==> src/ecpr_pkg.sv <==
package ecpr_pkg;

	localparam int ENTRIES_DEF   = 16;
	localparam int PAGE_BITS_DEF = 16;
	localparam int PAGE_W        = 16;
	localparam int SLOT_W        = 4;

	typedef struct packed {
		logic [PAGE_W-1:0] page_number;
		logic              is_write;
	} req_t;

	typedef struct packed {
		logic              hit;
		logic [SLOT_W-1:0] slot_index;
		logic              victim_valid;
		logic [PAGE_W-1:0] victim_page;
		logic              needs_write_back;
	} rsp_t;

	// controller to datapath
	typedef struct packed {
		logic load;
		logic compare;
		logic hit_upd;
		logic scan_a;
		logic scan_b;
		logic fill;
	} cmd_t;

	// datapath to controller
	typedef struct packed {
		logic hit;
		logic found;
	} status_t;

endpackage

==> src/ecpr_ctrl.sv <==
module ecpr_ctrl (
	input  logic             clk,
	input  logic             arst_n,
	input  logic             req_valid,
	output logic             req_stall,
	output logic             rsp_valid,
	input  logic             rsp_stall,
	input  ecpr_pkg::status_t st,
	output ecpr_pkg::cmd_t    cmd
);

	localparam logic [2:0] S_IDLE   = 3'd0;
	localparam logic [2:0] S_CMP    = 3'd1;
	localparam logic [2:0] S_SCAN_A = 3'd2;
	localparam logic [2:0] S_SCAN_B = 3'd3;
	localparam logic [2:0] S_FILL   = 3'd4;

	logic [2:0] state_q, state_d;
	logic       rsp_valid_q;
	logic       out_free;
	logic       produce;

	assign out_free  = !rsp_valid_q || !rsp_stall;
	assign req_stall = (state_q != S_IDLE);
	assign rsp_valid = rsp_valid_q;
	assign produce   = cmd.hit_upd || cmd.fill;

	always_comb begin
		state_d = state_q;
		cmd     = '0;
		case (state_q)
			S_IDLE: begin
				if (req_valid) begin
					cmd.load = 1'b1;
					state_d  = S_CMP;
				end
			end
			S_CMP: begin
				cmd.compare = 1'b1;
				state_d     = S_SCAN_A;
			end
			S_SCAN_A: begin
				if (st.hit) begin
					// hold until the output register can take the transaction
					if (out_free) begin
						cmd.hit_upd = 1'b1;
						state_d     = S_IDLE;
					end
				end else begin
					cmd.scan_a = 1'b1;
					state_d    = st.found ? S_FILL : S_SCAN_B;
				end
			end
			S_SCAN_B: begin
				cmd.scan_b = 1'b1;
				state_d    = st.found ? S_FILL : S_SCAN_A;
			end
			S_FILL: begin
				if (out_free) begin
					cmd.fill = 1'b1;
					state_d  = S_IDLE;
				end
			end
			default: state_d = S_IDLE;
		endcase
	end

	always_ff @(posedge clk or negedge arst_n) begin
		if (!arst_n) begin
			state_q     <= S_IDLE;
			rsp_valid_q <= 1'b0;
		end else begin
			state_q <= state_d;
			if (produce)
				rsp_valid_q <= 1'b1;
			else if (!rsp_stall)
				rsp_valid_q <= 1'b0;
		end
	end

endmodule

==> src/ecpr_dp.sv <==
module ecpr_dp #(
	parameter int ENTRIES   = ecpr_pkg::ENTRIES_DEF,
	parameter int PAGE_BITS = ecpr_pkg::PAGE_BITS_DEF
) (
	input  logic              clk,
	input  logic              arst_n,
	input  ecpr_pkg::req_t    req,
	input  ecpr_pkg::cmd_t    cmd,
	output ecpr_pkg::status_t st,
	output ecpr_pkg::rsp_t    rsp
);

	localparam int IW = (ENTRIES > 1) ? $clog2(ENTRIES) : 1;
	localparam int SW = (PAGE_BITS < ecpr_pkg::PAGE_W) ? PAGE_BITS : ecpr_pkg::PAGE_W;
	localparam logic [IW:0] ENT = (IW+1)'(ENTRIES);

	logic [SW-1:0]      page_q;
	logic               wr_q;
	logic [SW-1:0]      slot_page_q [ENTRIES];
	logic [ENTRIES-1:0] loaded_q, used_q, dirty_q, match_q;
	logic [IW-1:0]      hand_q, chosen_q;
	ecpr_pkg::rsp_t     rsp_q;

	logic [ENTRIES-1:0]   scan_vec, rot, clr;
	logic [2*ENTRIES-1:0] dbl;
	logic [IW-1:0]        rot_pos, hit_idx, scan_slot, hand_next;
	logic [IW:0]          sum, span [ENTRIES];
	logic                 found;
	logic [ecpr_pkg::SLOT_W+IW-1:0] hit_ext, chosen_ext;
	logic [ecpr_pkg::PAGE_W+SW-1:0] vpage_ext;

	// rotate the candidate vector so that the hand sits at bit zero
	assign scan_vec = cmd.scan_b ? (~used_q & dirty_q) : (~used_q & ~dirty_q);
	assign dbl      = {scan_vec, scan_vec} >> hand_q;
	assign rot      = dbl[ENTRIES-1:0];
	assign found    = |rot;

	always_comb begin
		rot_pos = '0;
		for (int i = ENTRIES - 1; i >= 0; i--)
			if (rot[i]) rot_pos = IW'(i);
	end

	always_comb begin
		hit_idx = '0;
		for (int i = ENTRIES - 1; i >= 0; i--)
			if (match_q[i]) hit_idx = IW'(i);
	end

	assign sum       = {1'b0, hand_q} + {1'b0, rot_pos};
	assign scan_slot = (sum >= ENT) ? IW'(sum - ENT) : sum[IW-1:0];
	assign hand_next = ({1'b0, chosen_q} == ENT - 1'b1) ? '0 : IW'({1'b0, chosen_q} + 1'b1);

	// clear use bits of the slots passed over; all of them when nothing is found
	always_comb begin
		for (int s = 0; s < ENTRIES; s++) begin
			if (IW'(s) >= hand_q)
				span[s] = (IW+1)'(s) - {1'b0, hand_q};
			else
				span[s] = (IW+1)'(s) + ENT - {1'b0, hand_q};
			clr[s] = !found || (span[s] < {1'b0, rot_pos});
		end
	end

	assign st.hit   = |match_q;
	assign st.found = found;

	assign hit_ext    = {{ecpr_pkg::SLOT_W{1'b0}}, hit_idx};
	assign chosen_ext = {{ecpr_pkg::SLOT_W{1'b0}}, chosen_q};
	assign vpage_ext  = {{ecpr_pkg::PAGE_W{1'b0}}, slot_page_q[chosen_q]};

	always_ff @(posedge clk) begin
		if (cmd.load) begin
			page_q <= req.page_number[SW-1:0];
			wr_q   <= req.is_write;
		end
		if (cmd.compare)
			for (int s = 0; s < ENTRIES; s++)
				match_q[s] <= loaded_q[s] && (slot_page_q[s] == page_q);
		if ((cmd.scan_a || cmd.scan_b) && found)
			chosen_q <= scan_slot;
		if (cmd.fill)
			slot_page_q[chosen_q] <= page_q;
		if (cmd.hit_upd) begin
			rsp_q.hit              <= 1'b1;
			rsp_q.slot_index       <= hit_ext[ecpr_pkg::SLOT_W-1:0];
			rsp_q.victim_valid     <= 1'b0;
			rsp_q.victim_page      <= '0;
			rsp_q.needs_write_back <= 1'b0;
		end else if (cmd.fill) begin
			rsp_q.hit              <= 1'b0;
			rsp_q.slot_index       <= chosen_ext[ecpr_pkg::SLOT_W-1:0];
			rsp_q.victim_valid     <= loaded_q[chosen_q];
			rsp_q.victim_page      <= loaded_q[chosen_q] ?
				vpage_ext[ecpr_pkg::PAGE_W-1:0] : '0;
			rsp_q.needs_write_back <= loaded_q[chosen_q] && dirty_q[chosen_q];
		end
	end

	always_ff @(posedge clk or negedge arst_n) begin
		if (!arst_n) begin
			loaded_q <= '0;
			used_q   <= '0;
			dirty_q  <= '0;
			hand_q   <= '0;
		end else begin
			if (cmd.scan_b)
				used_q <= used_q & ~clr;
			if (cmd.hit_upd) begin
				used_q[hit_idx] <= 1'b1;
				if (wr_q)
					dirty_q[hit_idx] <= 1'b1;
			end
			if (cmd.fill) begin
				loaded_q[chosen_q] <= 1'b1;
				used_q[chosen_q]   <= 1'b1;
				dirty_q[chosen_q]  <= wr_q;
				hand_q             <= hand_next;
			end
		end
	end

	assign rsp = rsp_q;

endmodule

==> src/enhanced_clock_page_replacer_unit.sv <==
// Sequence: an accepted request is loaded, then compared; a hit is answered from the
// compare result, a miss runs up to two rounds of the clean and dirty sweeps, then the fill.
// One transaction at a time; the sweep sequencer does one rotated priority find per cycle.
// Reset: loaded, use and modified bits and the hand clear at once; stored page
// numbers are not cleared and no clearing pass runs.
module enhanced_clock_page_replacer_unit #(
	parameter int ENTRIES   = ecpr_pkg::ENTRIES_DEF,
	parameter int PAGE_BITS = ecpr_pkg::PAGE_BITS_DEF
) (
	input  logic           clk,
	input  logic           arst_n,
	input  logic           req_valid,
	output logic           req_stall,
	input  ecpr_pkg::req_t req,
	output logic           rsp_valid,
	input  logic           rsp_stall,
	output ecpr_pkg::rsp_t rsp
);

	ecpr_pkg::cmd_t    cmd;
	ecpr_pkg::status_t st;

	ecpr_ctrl u_ctrl (
		.clk       (clk),
		.arst_n    (arst_n),
		.req_valid (req_valid),
		.req_stall (req_stall),
		.rsp_valid (rsp_valid),
		.rsp_stall (rsp_stall),
		.st        (st),
		.cmd       (cmd)
	);

	ecpr_dp #(
		.ENTRIES   (ENTRIES),
		.PAGE_BITS (PAGE_BITS)
	) u_dp (
		.clk    (clk),
		.arst_n (arst_n),
		.req    (req),
		.cmd    (cmd),
		.st     (st),
		.rsp    (rsp)
	);

	a_cmd_onehot: assert property (@(posedge clk) disable iff (!arst_n)
		$onehot0({cmd.load, cmd.compare, cmd.hit_upd, cmd.scan_a, cmd.scan_b, cmd.fill}))
		else $error("more than one datapath command at once");

	a_load_cmp: assert property (@(posedge clk) disable iff (!arst_n)
		cmd.load |=> cmd.compare)
		else $error("compare did not follow an accepted transaction");

	a_result_out: assert property (@(posedge clk) disable iff (!arst_n)
		(cmd.hit_upd || cmd.fill) |=> rsp_valid)
		else $error("finished transaction not presented");

	a_no_accept_busy: assert property (@(posedge clk) disable iff (!arst_n)
		(cmd.compare || cmd.scan_a || cmd.scan_b) |-> req_stall)
		else $error("input taken while a transaction is in flight");

endmodule

==> config.mk <==
export PLATFORM = sky130hd
export DESIGN_NAME = enhanced_clock_page_replacer_unit
export DESIGN_NICKNAME = d
export VERILOG_FILES = /design/src/ecpr_pkg.sv /design/src/ecpr_ctrl.sv /design/src/ecpr_dp.sv /design/src/enhanced_clock_page_replacer_unit.sv
export SDC_FILE = /design/constraint.sdc
export NUM_CORES = 1
export LEC_CHECK = 0
export ABC_AREA = 1
export BUFFER_PORTS_ARGS = -buffer_cell sky130_fd_sc_hd__buf_2
export CAP_MARGIN = 15
export CELL_PAD_IN_SITES_DETAIL_PLACEMENT = 2
export CELL_PAD_IN_SITES_GLOBAL_PLACEMENT = 2
export CORE_MARGIN = 1.5
export CORE_UTILIZATION = 41
export CTS_CLUSTER_DIAMETER = 60
export DETAILED_ROUTE_END_ITERATION = 6
export PLACE_DENSITY = 0.79
export REMOVE_ABC_BUFFERS = 1
export SLEW_MARGIN = 20
export SYNTH_ARGS = -nofsm -noshare
export SYNTH_HDL_FRONTEND = slang
export SYNTH_SLANG_ARGS = --single-unit
==> constraint.sdc <==
create_clock -name clk -period 3.9 [get_ports clk]
set_clock_uncertainty 0.05 [all_clocks]
set_input_delay 0.195 -clock clk [delete_from_list [all_inputs] [get_ports clk]]
set_output_delay 0.195 -clock clk [all_outputs]
set_load 0.05 [all_outputs]
# Yosys cells after proc, flatten, opt, wreduce, memory -nomap -nowiden
# Memories as Yosys holds them, arrays and structs flattened. A register that Yosys moved wholly into a read port is not among the register bits.
# Cells that the tools add are included.
[totals]
n_memories = 1
register_bits = 116
mem_bits_rw = 256
romBits = 0
latchBits = 0
elab_cells = 258
out_inout_bits = 25
[classes]
mul = 0
eq_ne = 23
mux = 89
add_sub_neg = 35
n_reduce_logical = 47
bitwise_logic = 10
n_lt_le_gt_ge = 37
n_shift = 1
n_div = 0
[mem_list]
columns = ["memory", "depth", "width", "read_ports", "rd_ports_with_merged_regs", "wr", "line_no", "source"]
rows = [
  ["u_dp.slot_page_q", 16, 16, 17, 1, 1, "ecpr_dp.sv:19", "logic [SW-1:0] slot_page_q [ENTRIES];"],
]
[op_table]
columns = ["op", "n"]
rows = [
  ["$eq A16 B16 Y1", 16],
  ["$mux W4", 35],
  ["$mux W16", 8],
  ["$lt A5 B4 Y1", 16],
  ["$mux W5", 16],
  ["$sub A5 B4 Y5 const A", 16],
  ["$or A16 B16 Y16", 4],
  ["$and A16 B16 Y16", 3],
  ["$not A16 Y16", 3],
  ["$mux W22", 2],
  ["$sub A4 B4 Y5 const A", 8],
  ["$ge A4 B4 Y1 const A", 8],
  ["$reduce_or A16 Y1", 2],
  ["$shr A32 B4 Y16", 1],
  ["$logic_and A1 B1 Y1", 20],
  ["$sub A3 B4 Y5 const A", 4],
  ["$logic_or A1 B1 Y1", 19],
  ["$bwmux W16", 1],
  ["$ge A3 B4 Y1 const A", 4],
  ["$mux W1", 16],
  ["$mux W3", 5],
  ["$pmux W3 S5", 1],
  ["$lt A4 B5 Y1 const B", 2],
  ["$sub A1 B4 Y5 const A", 2],
  ["other kinds (21)", 30],
]

# Logic depth before layout (Yosys ltp)
[depth]
ltp_word = 29
depth_mapped = 36
ltp_nobuf = 35

# Cells and area by module
# A second synthesis with hierarchy kept.
[hier_totals]
hier_cells = 2271
area_unflattened_um2 = 20968.9
[modules_own_cells]
columns = ["mod", "n_inst", "cells_per_inst", "seq_area_each_um2", "area_per_inst_um2"]
rows = [
  ["ecpr_dp", 1, 2232, 10680.2, 20693.6],
  ["ecpr_ctrl", 1, 39, 100.1, 275.3],
]

# Least setup slack after synthesis
# Ideal clock, no wire load.
[synth_path]
path_kind = "register -> register"
start = "register u_dp.hand_q[2]"
end = "register u_dp.used_q[10]"
stages_incl_launch_ff = 18
setup_slack_ns = 0.331
path_buffers = 2
setup_ns = 0.130
arrival_ns = 3.389
synth_period_minus_slack_ns = 3.569
cell_sequence = "dfrtp_1 > buf_2 > clkinv_1 > clkbuf_1 > nand3_1 > nand2_1 > nor2_1 > a31oi_1 > nand2_1 > nor2_1 > nand3_1 > ha_1 > inv_1 > nor2_1 > a2111oi_0 > o21ai_0 > o211ai_1 > nand3_1"
[synth_between]
elab_chain_cells = 26
[synth_rtl]
columns = ["element", "line_no", "source"]
rows = [
  ["start: declaration", "ecpr_dp.sv:21", "logic [IW-1:0] hand_q, chosen_q;"],
  ["start signal: assignment", "ecpr_dp.sv:118", "hand_q <= hand_next;"],
  ["$shr A32 B4 Y16", "ecpr_dp.sv:34", "assign dbl = {scan_vec, scan_vec} >> hand_q;"],
  ["$mux W4 (16 in series)", "ecpr_dp.sv:41", "if (rot[i]) rot_pos = IW'(i);"],
  ["$lt A5 B4 Y1", "ecpr_dp.sv:61", "clr[s] = !found || (span[s] < {1'b0, rot_pos});"],
  ["$logic_or A1 B1 Y1 *", "ecpr_dp.sv:61", ""],
  ["$not A16 Y16 *", "ecpr_dp.sv:108", "used_q <= used_q & ~clr;"],
  ["$and A16 B16 Y16 *", "ecpr_dp.sv:108", ""],
  ["$mux W16 *", "ecpr_dp.sv:107", "if (cmd.scan_b)"],
  ["$or A16 B16 Y16 (no source line)", "--", ""],
  ["$mux W16 *", "ecpr_dp.sv:109", "if (cmd.hit_upd) begin"],
  ["$or A16 B16 Y16 (no source line)", "--", ""],
  ["$mux W16 *", "ecpr_dp.sv:114", "if (cmd.fill) begin"],
  ["end signal: assignment", "ecpr_dp.sv:108", ""],
  ["end: declaration", "ecpr_dp.sv:20", "logic [ENTRIES-1:0] loaded_q, used_q, dirty_q, match_q;"],
]
# Every way passes the cells marked *; elsewhere a longest branch is shown, timed or not.
# A chain may end at the register's enable or synchronous reset.

# Final worst setup path
[layout_path]
start = "register u_ctrl.state_q[2]"
end = "register u_dp.used_q[0]"
[layout_between]
elab_chain_cells = 29
[layout_rtl]
columns = ["element", "line_no", "source"]
rows = [
  ["start: declaration", "ecpr_ctrl.sv:18", "logic [2:0] state_q, state_d;"],
  ["start signal: assignment", "ecpr_ctrl.sv:73", "state_q <= state_d;"],
  ["$eq A3 B2 Y1", "ecpr_ctrl.sv:31", "case (state_q)"],
  ["$mux W1", "ecpr_ctrl.sv:31", ""],
  ["$mux W16", "ecpr_dp.sv:33", "assign scan_vec = cmd.scan_b ? (~used_q & dirty_q) : (~used_q & ~dirty_q);"],
  ["$shr A32 B4 Y16", "ecpr_dp.sv:34", ""],
  ["$mux W4 (16 in series)", "ecpr_dp.sv:41", ""],
  ["$lt A5 B4 Y1", "ecpr_dp.sv:61", ""],
  ["$logic_or A1 B1 Y1", "ecpr_dp.sv:61", ""],
  ["$not A16 Y16", "ecpr_dp.sv:108", ""],
  ["$and A16 B16 Y16", "ecpr_dp.sv:108", ""],
  ["$mux W16", "ecpr_dp.sv:107", ""],
  ["$or A16 B16 Y16 (no source line)", "--", ""],
  ["$mux W16", "ecpr_dp.sv:109", ""],
  ["$or A16 B16 Y16 (no source line)", "--", ""],
  ["$mux W16 *", "ecpr_dp.sv:114", ""],
]
# Marked as above.

==> out/qor.yml <==
critPathLaunch: "u_ctrl.state_q[2]"
routed_wl_um: 87700
cts_tree: "built"
mostFrequentLayoutCells: "381 x nand2_1, 297 x edfxtp_1, 269 x inv_1"
grt_pass1_wl_um: 132000
power_mw: 19.7
drtIter0Drc: 1878
port_buffers: 45
die_w_um: 228
syn2layout_area_growth_pct: 17.0
fin_crit_sh_pct: 103
max_freq_mhz: 250
cts_max_path_buffers: 3
r2r_start: "u_ctrl.state_q[2]"
via_per_inst: 6.18
antenna_found_initial: 2
synth.cell_area_um2: 20800
r2r_cells: 32
finalWorstSetupSlack_ns: -0.104
violations: "setup timing"
worst_pin_slew_ns: 1.00
cp_max_fo: 8
grt_start_max_net_pins: 108
cts.clk_slew.worst_paths_ns: 0.06
die_y_um: 228
die-area_um2: 52100
io_pins: 46
cts_htree_levels: 2
path_class: "reg -> reg"
avgRoutedWirePerCell_um: 28.5
coreArea_um2: 50100
antenna_left: 0
relSlewSlack_pct: 33.1
drt_pre_antenna_iters: 7
clk_latency_ns: 0.60
r2r-end: "u_dp.used_q[0]"
n_antenna_cell: 0
clockRootBuffer: "clkbuf_16"
cp_slowest_cell: "dfrtp_1"
period_minus_slack_ns: 4.00
yosysTopAreaCellShare_pct: 42.9
syn_inst: 2262
netlist.top_cell.by_area: "edfxtp_1"
final_common_cell: "nand2_1"
ys_types: 54
drc: 0
drv_slew: 0
crit_path_end_kind: "flop"
rsz0062_at_grt: "true"
power_density_nw_per_um2: 811
synthFlopType: "edfxtp_1"
grt_use_total_pct: 33.4
via_count: 19000
cap_violations: 0
status: "complete, but fails checks"
dp_hpwl_um: 63000
synth_edf_count: 297
synth.ff_latch_count: 376
first_global_vias: 20400
endpoint: "u_dp.used_q[0]"
layout-drive-gt1-share_pct: 13.2
ys_seq_area_share_pct: 51.8
ir_worst_vdd_mv: 0.426
hold_slack_ns: 0.0925
finalHoldViolCount: 0
start_kind: "flop"
p_leak_nw: 9.75
cts_made_buffers: 46
syn_area_per_cell_um2: 9.19
yosysWarnings: 0
ff2ff_setup_slack_ns: -0.10
rows: 82
async_flop_share_pct: 14.9
grt_overflow: 0
worst_path_largest_cell_delay_ns: 0.40
ys_top_cells_by_area: "edfxtp_1 43%, nand2_1 7.1%, dfrtp_1 6.7%"
critical_path_required_ns: 4.31
setup_viol: 12
initial_core_util_pct: 41.5
hold_class: "in -> async"
nets: 2442
crit_top_cell: "nand2_1"
gp_congestion: 0.999
clock_sinks: 376
cp.arrival_ns: 4.41
state kept, by name, summed over array words and instances, names as in the netlist, named ones only:
| signal | cells |
|---|---|
| u_ctrl.state_q | 3 |
| u_dp.rsp | 23 |
| u_dp.match_q | 16 |
| u_dp.used_q | 16 |
| u_dp.slot_page_q | 256 |
| u_dp.page_q | 16 |
| u_dp.chosen_q | 4 |
| u_dp.wr_q | 1 |
| u_dp.loaded_q | 16 |
| u_dp.dirty_q | 16 |
| u_ctrl.rsp_valid | 1 |
| u_dp.hand_q | 4 |
Yosys cell counts, types with 19 or more instances:
cell and n:
edfxtp_1 297, inv_1 271, dfxtp_1 23, a21oi_1 139
a221oi_1 53, nor2_1 102, or2_2 26, mux2i_1 29
nand2_1 393, dfrtp_1 56, o211ai_1 19, clkbuf_1 103
o22ai_1 89, ha_1 55, nand3_1 111, xor2_1 55
o21ai_0 204, nor4_1 29
report_power, final:
group / switching (mW) / internal, mW
Combinational: 6.70 / 3.13
Clock: 1.81 / 2.59
Sequential: 0.551 / 4.95
Total: 9.06 / 10.7
layer usage:
metal  track usage, %  vias up  part of all wire (%)  routed length, um
li1                 -     8250                     -                  -
met1             46.2     9879                    44              38300
met2             54.2      738                    47              40900
met3             4.52      150                   6.7               5840
met4             10.6        0                   3.1               2730
met5                0        -                     0                  0
worst min path at each step:
| stage | depth (start not counted) | endpoint | from |
|---|---|---|---|
| final | 2 | u_ctrl.state_q[0] | arst_n |
| after global routing | 2 | u_ctrl.state_q[0] | arst_n |
| after floorplan | 0 | u_ctrl.rsp_valid | arst_n |
| after global placement | 1 | u_dp.page_q[1] | req[2] |
| after CTS | 2 | u_dp.page_q[11] | req[12] |
| after detailed placement | 1 | u_dp.page_q[6] | req[7] |
timing repair:
| action | CTS | global route |
|---|---|---|
| hold buffers | 20 | 0 |
| buffers inserted | 4 | 2 |
| hold endpoints to repair | 58 | 0 |
| endpoints found under the setup margin | 13 | 22 |
| pin swaps | 6 | 17 |
| gates cloned | 0 | 1 |
| gates resized for setup | 22 | 42 |
logic make-up after synthesis:
family / synth area share, %
AND/OR/NAND/NOR: 14.3
AO/OA/AOI/OAI: 18.6
buffers and inverters: 7.35
flip-flops: 51.8
XOR/XNOR: 3.07
adder cells (fa/ha/maj): 3.41
multiplexers: 1.40
critical path, delay by kind of cell, from the launching register on:
family	cells	cell delay, ns
AO/OA/AOI/OAI	6	1.02
adder cells (fa/ha/maj)	1	0.23
buffers and inverters	4	0.44
flip-flops	1	0.40
AND/OR/NAND/NOR	21	1.73
cell type report:
type / instances / area (um^2)
sequential: 376 / 10800
inverter: 285 / 1070
clock inverter: 18 / 159
multi-input combinational: 1483 / 8710
clock buffer: 68 / 1380
timing repair buffer: 173 / 1370
tap: 672 / 841
fill: 5388 / 25700
through the flow:
stage	utilization (%)	cells	worst slack [ns]	TNS [ns]	area [um^2]
2_1_floorplan	-	2144	-1.37	-19.61	20300
3_3_place_gp	44.5	2962	-0.0790	-0.152	22300
3_5_place_dp	44.5	2962	-0.291	-1.35	22300
4_1_cts	48.2	3072	-0.0386	-0.0641	24100
5_1_grt	48.6	3075	-0.407	-6.70	24300
6_report	48.6	3075	-0.104	-0.780	24300
Note: power is estimated with default switching activity, not from simulation.
